`config.mk`:
```
export PLATFORM = sky130hd
export DESIGN_NAME = keyed_group_average
export DESIGN_NICKNAME = d
export VERILOG_FILES = /design/src/rtl/kga_pkg.sv /design/src/rtl/kga_div.sv /design/src/rtl/kga_datapath.sv /design/src/rtl/kga_ctrl.sv /design/src/rtl/keyed_group_average.sv
export SDC_FILE = /design/constraint.sdc
export NUM_CORES = 2
export LEC_CHECK = 0
export ABC_CLOCK_PERIOD_IN_PS = 27100
export BUFFER_PORTS_ARGS = -buffer_cell sky130_fd_sc_hd__buf_4
export CELL_PAD_IN_SITES_DETAIL_PLACEMENT = 1
export CELL_PAD_IN_SITES_GLOBAL_PLACEMENT = 2
export CORE_MARGIN = 3
export CORE_UTILIZATION = 43
export CTS_BUF_LIST = sky130_fd_sc_hd__clkbuf_4 sky130_fd_sc_hd__clkbuf_8
export DETAILED_ROUTE_END_ITERATION = 6
export PLACE_DENSITY = 0.9
export SYNTH_ARGS = -nofsm -noshare
export SYNTH_HDL_FRONTEND = slang
export SYNTH_SLANG_ARGS = --single-unit
```
`constraint.sdc`:
```
create_clock -name clk -period 27.1 [get_ports clk]
set_input_delay 4.065 -clock clk [delete_from_list [all_inputs] [get_ports clk]]
set_output_delay 4.065 -clock clk [all_outputs]
set_load 0.1 [all_outputs]
```
`src/rtl/kga_pkg.sv`:
```
// Shared constants, types and arithmetic helpers for the keyed group average block.
`default_nettype none
package kga_pkg;

  // Number of accumulated fields, and the number of field lanes on the ports.
  localparam int FIELDS = 4;
  localparam int MAXF   = 4;
  localparam int FIDX_W = (FIELDS > 1) ? $clog2(FIELDS) : 1;

  // Divider runs one quotient bit per cycle over the 64-bit dividend.
  localparam int DIV_STEPS  = 64;
  localparam int DIV_CNT_W  = $clog2(DIV_STEPS);

  // Configuration register indexes.
  localparam logic CFG_STRICT_NULL = 1'b0;
  localparam logic CFG_USE_KEY     = 1'b1;

  // Commands from the controller to the datapath.
  typedef struct packed {
    logic              take;       // input beat accepted this cycle
    logic              div_start;  // load the divider with field fidx
    logic              div_store;  // store the divider result for field fidx
    logic [FIDX_W-1:0] fidx;
  } ctrl_cmd_t;

  // Status from the datapath to the controller.
  typedef struct packed {
    logic brk;       // the presented beat closes the open group
    logic div_done;  // divider result is ready
  } dp_stat_t;

  // Signed 64-bit sum plus a signed 32-bit value, saturating at the 64-bit bounds.
  function automatic logic signed [63:0] sat_add(input logic signed [63:0] s,
                                                 input logic signed [31:0] v);
    logic signed [64:0] sum;
    begin
      sum = {s[63], s} + {{33{v[31]}}, v};
      if (sum[64] != sum[63]) begin
        sat_add = sum[64] ? {1'b1, 63'd0} : {1'b0, {63{1'b1}}};
      end else begin
        sat_add = sum[63:0];
      end
    end
  endfunction

  // Count increment that holds at all ones.
  function automatic logic [31:0] sat_inc(input logic [31:0] c);
    begin
      sat_inc = (c == 32'hFFFF_FFFF) ? c : c + 32'd1;
    end
  endfunction

endpackage
`default_nettype wire

```
`src/rtl/kga_div.sv`:
```
// Iterative signed 64-bit by unsigned 32-bit divider, one quotient bit per cycle.
`default_nettype none
module kga_div
  import kga_pkg::*;
(
  input  wire logic               clk,
  input  wire logic               rst_n,
  input  wire logic               start,
  input  wire logic signed [63:0] dividend,
  input  wire logic [31:0]        divisor,
  output logic                    done,
  output logic signed [31:0]      quotient
);

  logic                 busy_r, busy_nxt;
  logic                 done_r, done_nxt;
  logic [DIV_CNT_W-1:0] step_r, step_nxt;
  logic                 neg_r, neg_nxt;
  logic [31:0]          dsr_r, dsr_nxt;
  logic [31:0]          rem_r, rem_nxt;
  logic [63:0]          quo_r, quo_nxt;
  logic [32:0]          trial;
  logic [63:0]          mag;

  // One restoring step: shift in the next dividend bit and try a subtract.
  always_comb begin
    busy_nxt = busy_r;
    done_nxt = 1'b0;
    step_nxt = step_r;
    neg_nxt  = neg_r;
    dsr_nxt  = dsr_r;
    rem_nxt  = rem_r;
    quo_nxt  = quo_r;
    mag      = dividend[63] ? 64'd0 - dividend : dividend;
    trial    = {rem_r, quo_r[63]} - {1'b0, dsr_r};
    if (start) begin
      busy_nxt = 1'b1;
      step_nxt = '0;
      neg_nxt  = dividend[63];
      dsr_nxt  = divisor;
      rem_nxt  = '0;
      quo_nxt  = mag;
    end else if (busy_r) begin
      if (!trial[32]) begin
        rem_nxt = trial[31:0];
      end else begin
        rem_nxt = {rem_r[30:0], quo_r[63]};
      end
      quo_nxt  = {quo_r[62:0], ~trial[32]};
      step_nxt = step_r + 1'b1;
      if (step_r == DIV_CNT_W'(DIV_STEPS - 1)) begin
        busy_nxt = 1'b0;
        done_nxt = 1'b1;
      end
    end
  end

  // Control flags are reset; the operand registers are not.
  always_ff @(posedge clk) begin
    if (!rst_n) begin
      busy_r <= 1'b0;
      done_r <= 1'b0;
    end else begin
      busy_r <= busy_nxt;
      done_r <= done_nxt;
    end
    step_r <= step_nxt;
    neg_r  <= neg_nxt;
    dsr_r  <= dsr_nxt;
    rem_r  <= rem_nxt;
    quo_r  <= quo_nxt;
  end

  // Apply the sign and clamp to the 32-bit signed range.
  always_comb begin
    if (neg_r) begin
      if (quo_r > 64'h0000_0000_8000_0000) begin
        quotient = 32'sh8000_0000;
      end else begin
        quotient = 32'd0 - quo_r[31:0];
      end
    end else begin
      if (quo_r > 64'h0000_0000_7FFF_FFFF) begin
        quotient = 32'sh7FFF_FFFF;
      end else begin
        quotient = quo_r[31:0];
      end
    end
  end

  assign done = done_r;

endmodule
`default_nettype wire

```
`src/rtl/kga_datapath.sv`:
```
// Accumulators, group snapshot, shared divider and result registers.
`default_nettype none
module kga_datapath
  import kga_pkg::*;
(
  input  wire logic               clk,
  input  wire logic               rst_n,
  input  wire logic               cfg_we,
  input  wire logic               cfg_index,
  input  wire logic               cfg_wdata,
  input  wire logic [31:0]        in_group_key,
  input  wire logic               in_end_of_input,
  input  wire logic signed [31:0] in_value [FIELDS],
  input  wire logic               in_present [FIELDS],
  input  wire ctrl_cmd_t          cmd,
  output dp_stat_t                stat,
  output logic [31:0]             res_key,
  output logic signed [31:0]      res_avg [FIELDS],
  output logic                    res_null [FIELDS]
);

  logic               strict_r;
  logic               use_key_r;
  logic               open_r;
  logic [31:0]        key_r;
  logic signed [63:0] sum_r [FIELDS];
  logic [31:0]        cnt_r [FIELDS];
  logic [31:0]        rec_r;
  logic [31:0]        snap_key_r;
  logic signed [63:0] snap_sum_r [FIELDS];
  logic [31:0]        snap_cnt_r [FIELDS];
  logic               snap_null_r [FIELDS];
  logic signed [31:0] avg_r [FIELDS];
  logic               null_r [FIELDS];
  logic               fresh;
  logic               div_done;
  logic signed [31:0] div_q;

  // A beat closes the group on end of input, or on a key change when keys are used.
  always_comb begin
    if (in_end_of_input) begin
      stat.brk = open_r;
    end else begin
      stat.brk = open_r && use_key_r && (in_group_key != key_r);
    end
    stat.div_done = div_done;
  end

  // A record starts from empty sums when no group is open or the old one closes.
  assign fresh = stat.brk || !open_r;

  // Configuration registers.
  always_ff @(posedge clk) begin
    if (!rst_n) begin
      strict_r  <= 1'b0;
      use_key_r <= 1'b1;
    end else if (cfg_we) begin
      case (cfg_index)
        CFG_STRICT_NULL: strict_r  <= cfg_wdata;
        CFG_USE_KEY:     use_key_r <= cfg_wdata;
        default: ;
      endcase
    end
  end

  // Group open flag and key.
  always_ff @(posedge clk) begin
    if (!rst_n) begin
      open_r <= 1'b0;
    end else if (cmd.take) begin
      open_r <= !in_end_of_input;
    end
    if (cmd.take && !in_end_of_input) begin
      key_r <= in_group_key;
    end
  end

  // Running sums and counts; they only matter while a group is open.
  always_ff @(posedge clk) begin
    if (cmd.take && !in_end_of_input) begin
      rec_r <= fresh ? 32'd1 : sat_inc(rec_r);
      for (int f = 0; f < FIELDS; f++) begin
        if (in_present[f]) begin
          sum_r[f] <= sat_add(fresh ? 64'sd0 : sum_r[f], in_value[f]);
          cnt_r[f] <= fresh ? 32'd1 : sat_inc(cnt_r[f]);
        end else if (fresh) begin
          sum_r[f] <= '0;
          cnt_r[f] <= '0;
        end
      end
    end
  end

  // Snapshot of the closing group for the divider.
  always_ff @(posedge clk) begin
    if (cmd.take && stat.brk) begin
      snap_key_r <= use_key_r ? key_r : 32'd0;
      for (int f = 0; f < FIELDS; f++) begin
        snap_sum_r[f]  <= sum_r[f];
        snap_cnt_r[f]  <= cnt_r[f];
        snap_null_r[f] <= (cnt_r[f] == 32'd0) || (strict_r && (cnt_r[f] != rec_r));
      end
    end
  end

  kga_div u_div (
    .clk      (clk),
    .rst_n    (rst_n),
    .start    (cmd.div_start),
    .dividend (snap_sum_r[cmd.fidx]),
    .divisor  (snap_cnt_r[cmd.fidx]),
    .done     (div_done),
    .quotient (div_q)
  );

  // Result registers, one field per divider pass.
  always_ff @(posedge clk) begin
    if (cmd.div_store) begin
      null_r[cmd.fidx] <= snap_null_r[cmd.fidx];
      avg_r[cmd.fidx]  <= snap_null_r[cmd.fidx] ? 32'sd0 : div_q;
    end
  end

  assign res_key  = snap_key_r;
  assign res_avg  = avg_r;
  assign res_null = null_r;

endmodule
`default_nettype wire

```
`src/rtl/kga_ctrl.sv`:
```
// Controller state machine: input handshake, divider sequencing and result beat.
`default_nettype none
module kga_ctrl
  import kga_pkg::*;
(
  input  wire logic clk,
  input  wire logic rst_n,
  input  wire logic in_valid,
  output logic      in_stall,
  output logic      out_valid,
  input  wire logic out_stall,
  input  wire dp_stat_t stat,
  output ctrl_cmd_t cmd
);

  typedef enum logic [3:0] {
    S_IDLE  = 4'b0001,
    S_START = 4'b0010,
    S_RUN   = 4'b0100,
    S_OUT   = 4'b1000
  } state_t;

  state_t            state_r, state_nxt;
  logic [FIDX_W-1:0] fidx_r, fidx_nxt;

  // Next state and commands.
  always_comb begin
    state_nxt     = state_r;
    fidx_nxt      = fidx_r;
    in_stall      = 1'b1;
    out_valid     = 1'b0;
    cmd.take      = 1'b0;
    cmd.div_start = 1'b0;
    cmd.div_store = 1'b0;
    cmd.fidx      = fidx_r;
    case (state_r)
      S_IDLE: begin
        in_stall = 1'b0;
        if (in_valid) begin
          cmd.take = 1'b1;
          if (stat.brk) begin
            fidx_nxt  = '0;
            state_nxt = S_START;
          end
        end
      end
      S_START: begin
        cmd.div_start = 1'b1;
        state_nxt     = S_RUN;
      end
      S_RUN: begin
        if (stat.div_done) begin
          cmd.div_store = 1'b1;
          if (fidx_r == FIDX_W'(FIELDS - 1)) begin
            state_nxt = S_OUT;
          end else begin
            fidx_nxt  = fidx_r + 1'b1;
            state_nxt = S_START;
          end
        end
      end
      S_OUT: begin
        out_valid = 1'b1;
        // A beat that keeps the open group leaves the result alone, so it may flow in.
        in_stall = stat.brk;
        if (in_valid && !stat.brk) begin
          cmd.take = 1'b1;
        end
        if (!out_stall) begin
          state_nxt = S_IDLE;
        end
      end
      default: begin
        state_nxt = S_IDLE;
      end
    endcase
  end

  always_ff @(posedge clk) begin
    if (!rst_n) begin
      state_r <= S_IDLE;
      fidx_r  <= '0;
    end else begin
      state_r <= state_nxt;
      fidx_r  <= fidx_nxt;
    end
  end

endmodule
`default_nettype wire

```
`src/rtl/keyed_group_average.sv`:
```
// Top level: per-key running averages over a key-sorted record stream.
// Unless the divider runs, a record that stays in the open group is taken at once, one per cycle.
// A beat that closes a group starts four passes of the shared bit-serial divider, one per field;
// the result beat is valid once the last pass is stored, and input stalls meanwhile.
// While the result waits, beats that keep the open group still flow; a closing beat stalls.
// Reset (rst_n low, synchronous) closes any open group, sets strict_null to 0 and use_key to 1.
`default_nettype none
module keyed_group_average
  import kga_pkg::*;
(
  input  wire logic               clk,
  input  wire logic               rst_n,
  input  wire logic               cfg_we,
  input  wire logic               cfg_index,
  input  wire logic               cfg_wdata,
  input  wire logic               in_valid,
  output logic                    in_stall,
  input  wire logic [31:0]        in_group_key,
  input  wire logic               in_end_of_input,
  input  wire logic signed [31:0] in_value_a,
  input  wire logic               in_present_a,
  input  wire logic signed [31:0] in_value_b,
  input  wire logic               in_present_b,
  input  wire logic signed [31:0] in_value_c,
  input  wire logic               in_present_c,
  input  wire logic signed [31:0] in_value_d,
  input  wire logic               in_present_d,
  output logic                    out_valid,
  input  wire logic               out_stall,
  output logic [31:0]             out_key,
  output logic signed [31:0]      out_avg_a,
  output logic                    out_null_a,
  output logic signed [31:0]      out_avg_b,
  output logic                    out_null_b,
  output logic signed [31:0]      out_avg_c,
  output logic                    out_null_c,
  output logic signed [31:0]      out_avg_d,
  output logic                    out_null_d
);

  ctrl_cmd_t          cmd;
  dp_stat_t           stat;
  logic signed [31:0] val_all [MAXF];
  logic               pres_all [MAXF];
  logic signed [31:0] val [FIELDS];
  logic               pres [FIELDS];
  logic signed [31:0] avg [FIELDS];
  logic               nul [FIELDS];
  logic signed [31:0] avg_all [MAXF];
  logic               nul_all [MAXF];

  // Gather the field lanes.
  assign val_all[0]  = in_value_a;
  assign val_all[1]  = in_value_b;
  assign val_all[2]  = in_value_c;
  assign val_all[3]  = in_value_d;
  assign pres_all[0] = in_present_a;
  assign pres_all[1] = in_present_b;
  assign pres_all[2] = in_present_c;
  assign pres_all[3] = in_present_d;

  // Used lanes come from the datapath; lanes beyond the field count read as null.
  for (genvar f = 0; f < MAXF; f++) begin : g_lane
    if (f < FIELDS) begin : g_used
      assign val[f]     = val_all[f];
      assign pres[f]    = pres_all[f];
      assign avg_all[f] = avg[f];
      assign nul_all[f] = nul[f];
    end else begin : g_unused
      assign avg_all[f] = 32'sd0;
      assign nul_all[f] = 1'b1;
    end
  end

  kga_ctrl u_ctrl (
    .clk       (clk),
    .rst_n     (rst_n),
    .in_valid  (in_valid),
    .in_stall  (in_stall),
    .out_valid (out_valid),
    .out_stall (out_stall),
    .stat      (stat),
    .cmd       (cmd)
  );

  kga_datapath u_dp (
    .clk             (clk),
    .rst_n           (rst_n),
    .cfg_we          (cfg_we),
    .cfg_index       (cfg_index),
    .cfg_wdata       (cfg_wdata),
    .in_group_key    (in_group_key),
    .in_end_of_input (in_end_of_input),
    .in_value        (val),
    .in_present      (pres),
    .cmd             (cmd),
    .stat            (stat),
    .res_key         (out_key),
    .res_avg         (avg),
    .res_null        (nul)
  );

  // Spread the result lanes onto the ports.
  assign out_avg_a  = avg_all[0];
  assign out_null_a = nul_all[0];
  assign out_avg_b  = avg_all[1];
  assign out_null_b = nul_all[1];
  assign out_avg_c  = avg_all[2];
  assign out_null_c = nul_all[2];
  assign out_avg_d  = avg_all[3];
  assign out_null_d = nul_all[3];

endmodule
`default_nettype wire

```
==> metrics.txt <==
Crit path depth=25; Slowest cell on crit path=o21ai_0; Hold Buf Count CTS=0; Pre-antenna DRT Iters=6; mux share of post-synthesis cell area=0.0349; Placed Instances=8450; gr ovfl total=0; Synth Area in Compound Gates=0.150; post-synthesis xor/xnor area fraction=0.0777; CP endpoint kind=register; f_max=79.1 MHz; Synthesis Warnings=0; power per cell area=68.0 nW/um^2; CTS Buffer Depth=3; Fin Setup TNS=0 ps; Slew Limit Fails=0; die height=400 um; Primary FF master, synth=edfxtp_1; number of synthesized flops with an enable pin=1001; number of antenna violations at the first check in global routing=11; Worst path max stage delay=1070 ps; drt drc=0; Post-Synth Adder-Cell Area=0.0586; post-layout min period=12640 ps; routed len/inst=25.9 um; critical path fanouts, max=111; final hold slack=402 ps; DP Area=71000 um^2; layout cells sized above 1=0.133; synthesized net count=6854; Clk Latency, worst-skew pair=960 ps; most frequent CP cell=buf_4; R2R Path Start=u_dp.key_r[26]$_DFFE_PP_; root buf cell=clkbuf_8; worst setup margin=14460 ps; Reg2Reg Depth=24; Finished Cell Area=75200 um^2; footprint of the multi-input gates=32000 um^2; Startpoint Class=input pin; # Post-CTS Setup Buffers=0; 1st-iter DRT viols=5276; RSZ-0062 raised after global routing=false; Area Growth Syn to Fin=12.9%; initial core utilization=0.435; Critical Path AT=13520 ps; total power=5.11 mW; die area=160000 um^2; relative max-transition margin=0.0981; Reg area=33000 um^2; total track usage=0.280; HPWL after DPL=171 mm; Net count, final=7100; Reg clk slew, reported paths=60 ps; R2R Path End=u_dp.sum_r[2][52]$_SDFFE_PP0P_; run status=completed; kind of critical path=input pin to register; via count=53465; number of distinct library cells after synthesis=80; area of the mapped netlist=66600 um^2; Placement Setup Slack=13700 ps; TritonCTS clock tree=done; post-route insts no fill=8820; Die W=400 um; largest net degree at the start of global routing=112; synthesized instance count=6373; first-pass GRT wire length=342 mm; H-tree Lvls=4; Bufs and invs on worst path=5; crit path from=in_group_key[26]; register area share after synthesis=0.495; syn avg cell area=10.5 um^2; vias per cell=6.06; final hold violations=0; # rows=143; CTS Buf Count=197; Static Leak=28.6 nW; fillers=16776; Floorplan Core Area=153000 um^2; cell family with most CP delay=compound AO/OA/AOI/OAI gates; r2r setup slk=17210 ps; end of the critical path=u_dp.sum_r[2][52]$_SDFFE_PP0P_; number of clock sinks=1148; final cycle utilization of the critical path=0.467; worst hold path type=register to register; simple-gate share of the synthesized area=0.156; overall routed net length=228 mm; main combinational cell family by area after synthesis=simple AND/OR/NAND/NOR gates; antenna viol nets, final=0; CTS resizes=0; Post-synth ARST share=0; vias in the first global route=53378; measured slew at the worst slew-check pin=1340 ps; #FFs+latches synth=1148; Max-Cap Viols=0; setup violators final=0; WP data required=27970 ps; routability cong.=0.945; Max VDD drop=0.0000603 V; Final Core Density=0.491; I/O Buffers=337; Clock Skew=50.6 ps; Ports=338
[worst min-delay path by stage]
| stage | from | to | slack (ps) | cells past startpoint |
|---|---|---|---|---|
| final | u_dp.sum_r[0][37]$_SDFFCE_PP0P_ | u_dp.snap_sum_r[0][37]$_DFFE_PP_ | 400 | 0 |
| after floorplan | u_dp.cnt_r[2][11]$_SDFFE_PP0P_ | u_dp.snap_cnt_r[2][11]$_DFFE_PP_ | 410 | 0 |
| after CTS | u_dp.sum_r[0][37]$_SDFFCE_PP0P_ | u_dp.snap_sum_r[0][37]$_DFFE_PP_ | 410 | 0 |
| after global routing | u_dp.sum_r[0][37]$_SDFFCE_PP0P_ | u_dp.snap_sum_r[0][37]$_DFFE_PP_ | 420 | 0 |
| after detailed placement | u_dp.sum_r[3][3]$_SDFFCE_PP0P_ | u_dp.snap_sum_r[3][3]$_DFFE_PP_ | 430 | 0 |
| after global placement | u_dp.sum_r[0][4]$_SDFFCE_PP0P_ | u_dp.snap_sum_r[0][4]$_DFFE_PP_ | 420 | 0 |
[logic make-up after synthesis]
logic type / count (synthesis)
and+or+nand+nor: 2075
AOI/OAI and AO/OA: 1649
DFF: 1148
xor gates and xnor gates: 591
buffers and inverters: 489
adders and majority gates: 309
muxes: 112
[synthesized netlist by cell type, types with 120 or more instances]
library cell	n	share of area
clkbuf_1	322	0.018
dfxtp_1	147	0.044
a21o_1	161	0.018
xor2_1	376	0.049
nor2_1	541	0.030
ha_1	304	0.057
nand3_1	122	0.0092
nand4_1	120	0.011
inv_1	137	0.0077
o21ai_0	462	0.035
and2_1	322	0.030
edfxtp_1	1001	0.45
xnor2_1	215	0.028
nand2_1	464	0.026
a21oi_1	582	0.044
[worst reg2reg max path: stages (launching register included)]
cell	delay (ps)
edfxtp_1	440
xor2_1	200
nor4_1	400
nand4_1	200
o21ai_0	1070
buf_4	290
nand2b_1	160
nor2_4	530
buf_4	900
and2_1	260
ha_1	170
inv_1	60
fa_1	390
nor2b_1	190
o2111ai_1	150
a21o_1	230
a211oi_1	360
a311o_1	330
a41oi_1	360
o21ai_0	960
a31o_2	620
or2_2	360
and2_1	630
buf_4	380
a221o_1	210
[registers in the layout (all words and copies together), names as in the netlist, 2 cells and up, named ones only]
| name | cells |
|---|---|
| u_ctrl.fidx_r | 2 |
| u_ctrl.state_r | 4 |
| u_dp.cnt_r | 128 |
| u_dp.key_r | 32 |
| u_dp.rec_r | 32 |
| u_dp.res_avg | 128 |
| u_dp.res_key | 32 |
| u_dp.res_null | 4 |
| u_dp.snap_cnt_r | 128 |
| u_dp.snap_null_r | 4 |
| u_dp.snap_sum_r | 256 |
| u_dp.sum_r | 256 |
| u_dp.u_div.dsr_r | 32 |
| u_dp.u_div.quo_r | 64 |
| u_dp.u_div.rem_r | 32 |
| u_dp.u_div.step_r | 6 |
[cells in the final DEF, fill, tap and decap left out, drive strengths merged, types with 43 or more instances in the layout]
master,instances
ha,304
nand4,120
edfxtp,1001
xnor2,215
or3,48
and3,78
clkinv,78
a31oi,47
a21o,161
inv,149
nor4,103
a21oi,582
nor2,542
and2,322
nor2b,43
nand2b,50
dfxtp,147
nand3,122
xor2,376
mux4,96
o21bai,54
nor3,96
nand2,464
buf,397
clkbuf,267
o21ai,463
[report_power, final]
part	total, mW	internal [mW]	switching (mW)
logic	0.981	0.349	0.633
clock network	1.68	0.896	0.786
registers	2.45	2.22	0.230
total	5.11	3.46	1.65
[area by class of cell]
type	count	area share
tap	2030	0.0338
clock buffer	267	0.0441
timing repair buffer	397	0.0396
multi-input combinational	4736	0.425
sequential	1148	0.439
antenna	3	0.0000999
inverter	139	0.00694
clock inverter	100	0.0113
[routing by layer]
layer	GRT usage	up-vias	wire [um]
met1	0.399	27008	100000
met3	0.0407	368	16300
met4	0.0868	2	6920
met5	0	-	12
li1	-	24115	-
met2	0.440	1972	104000
Note: power is estimated with default switching activity, not from simulation.
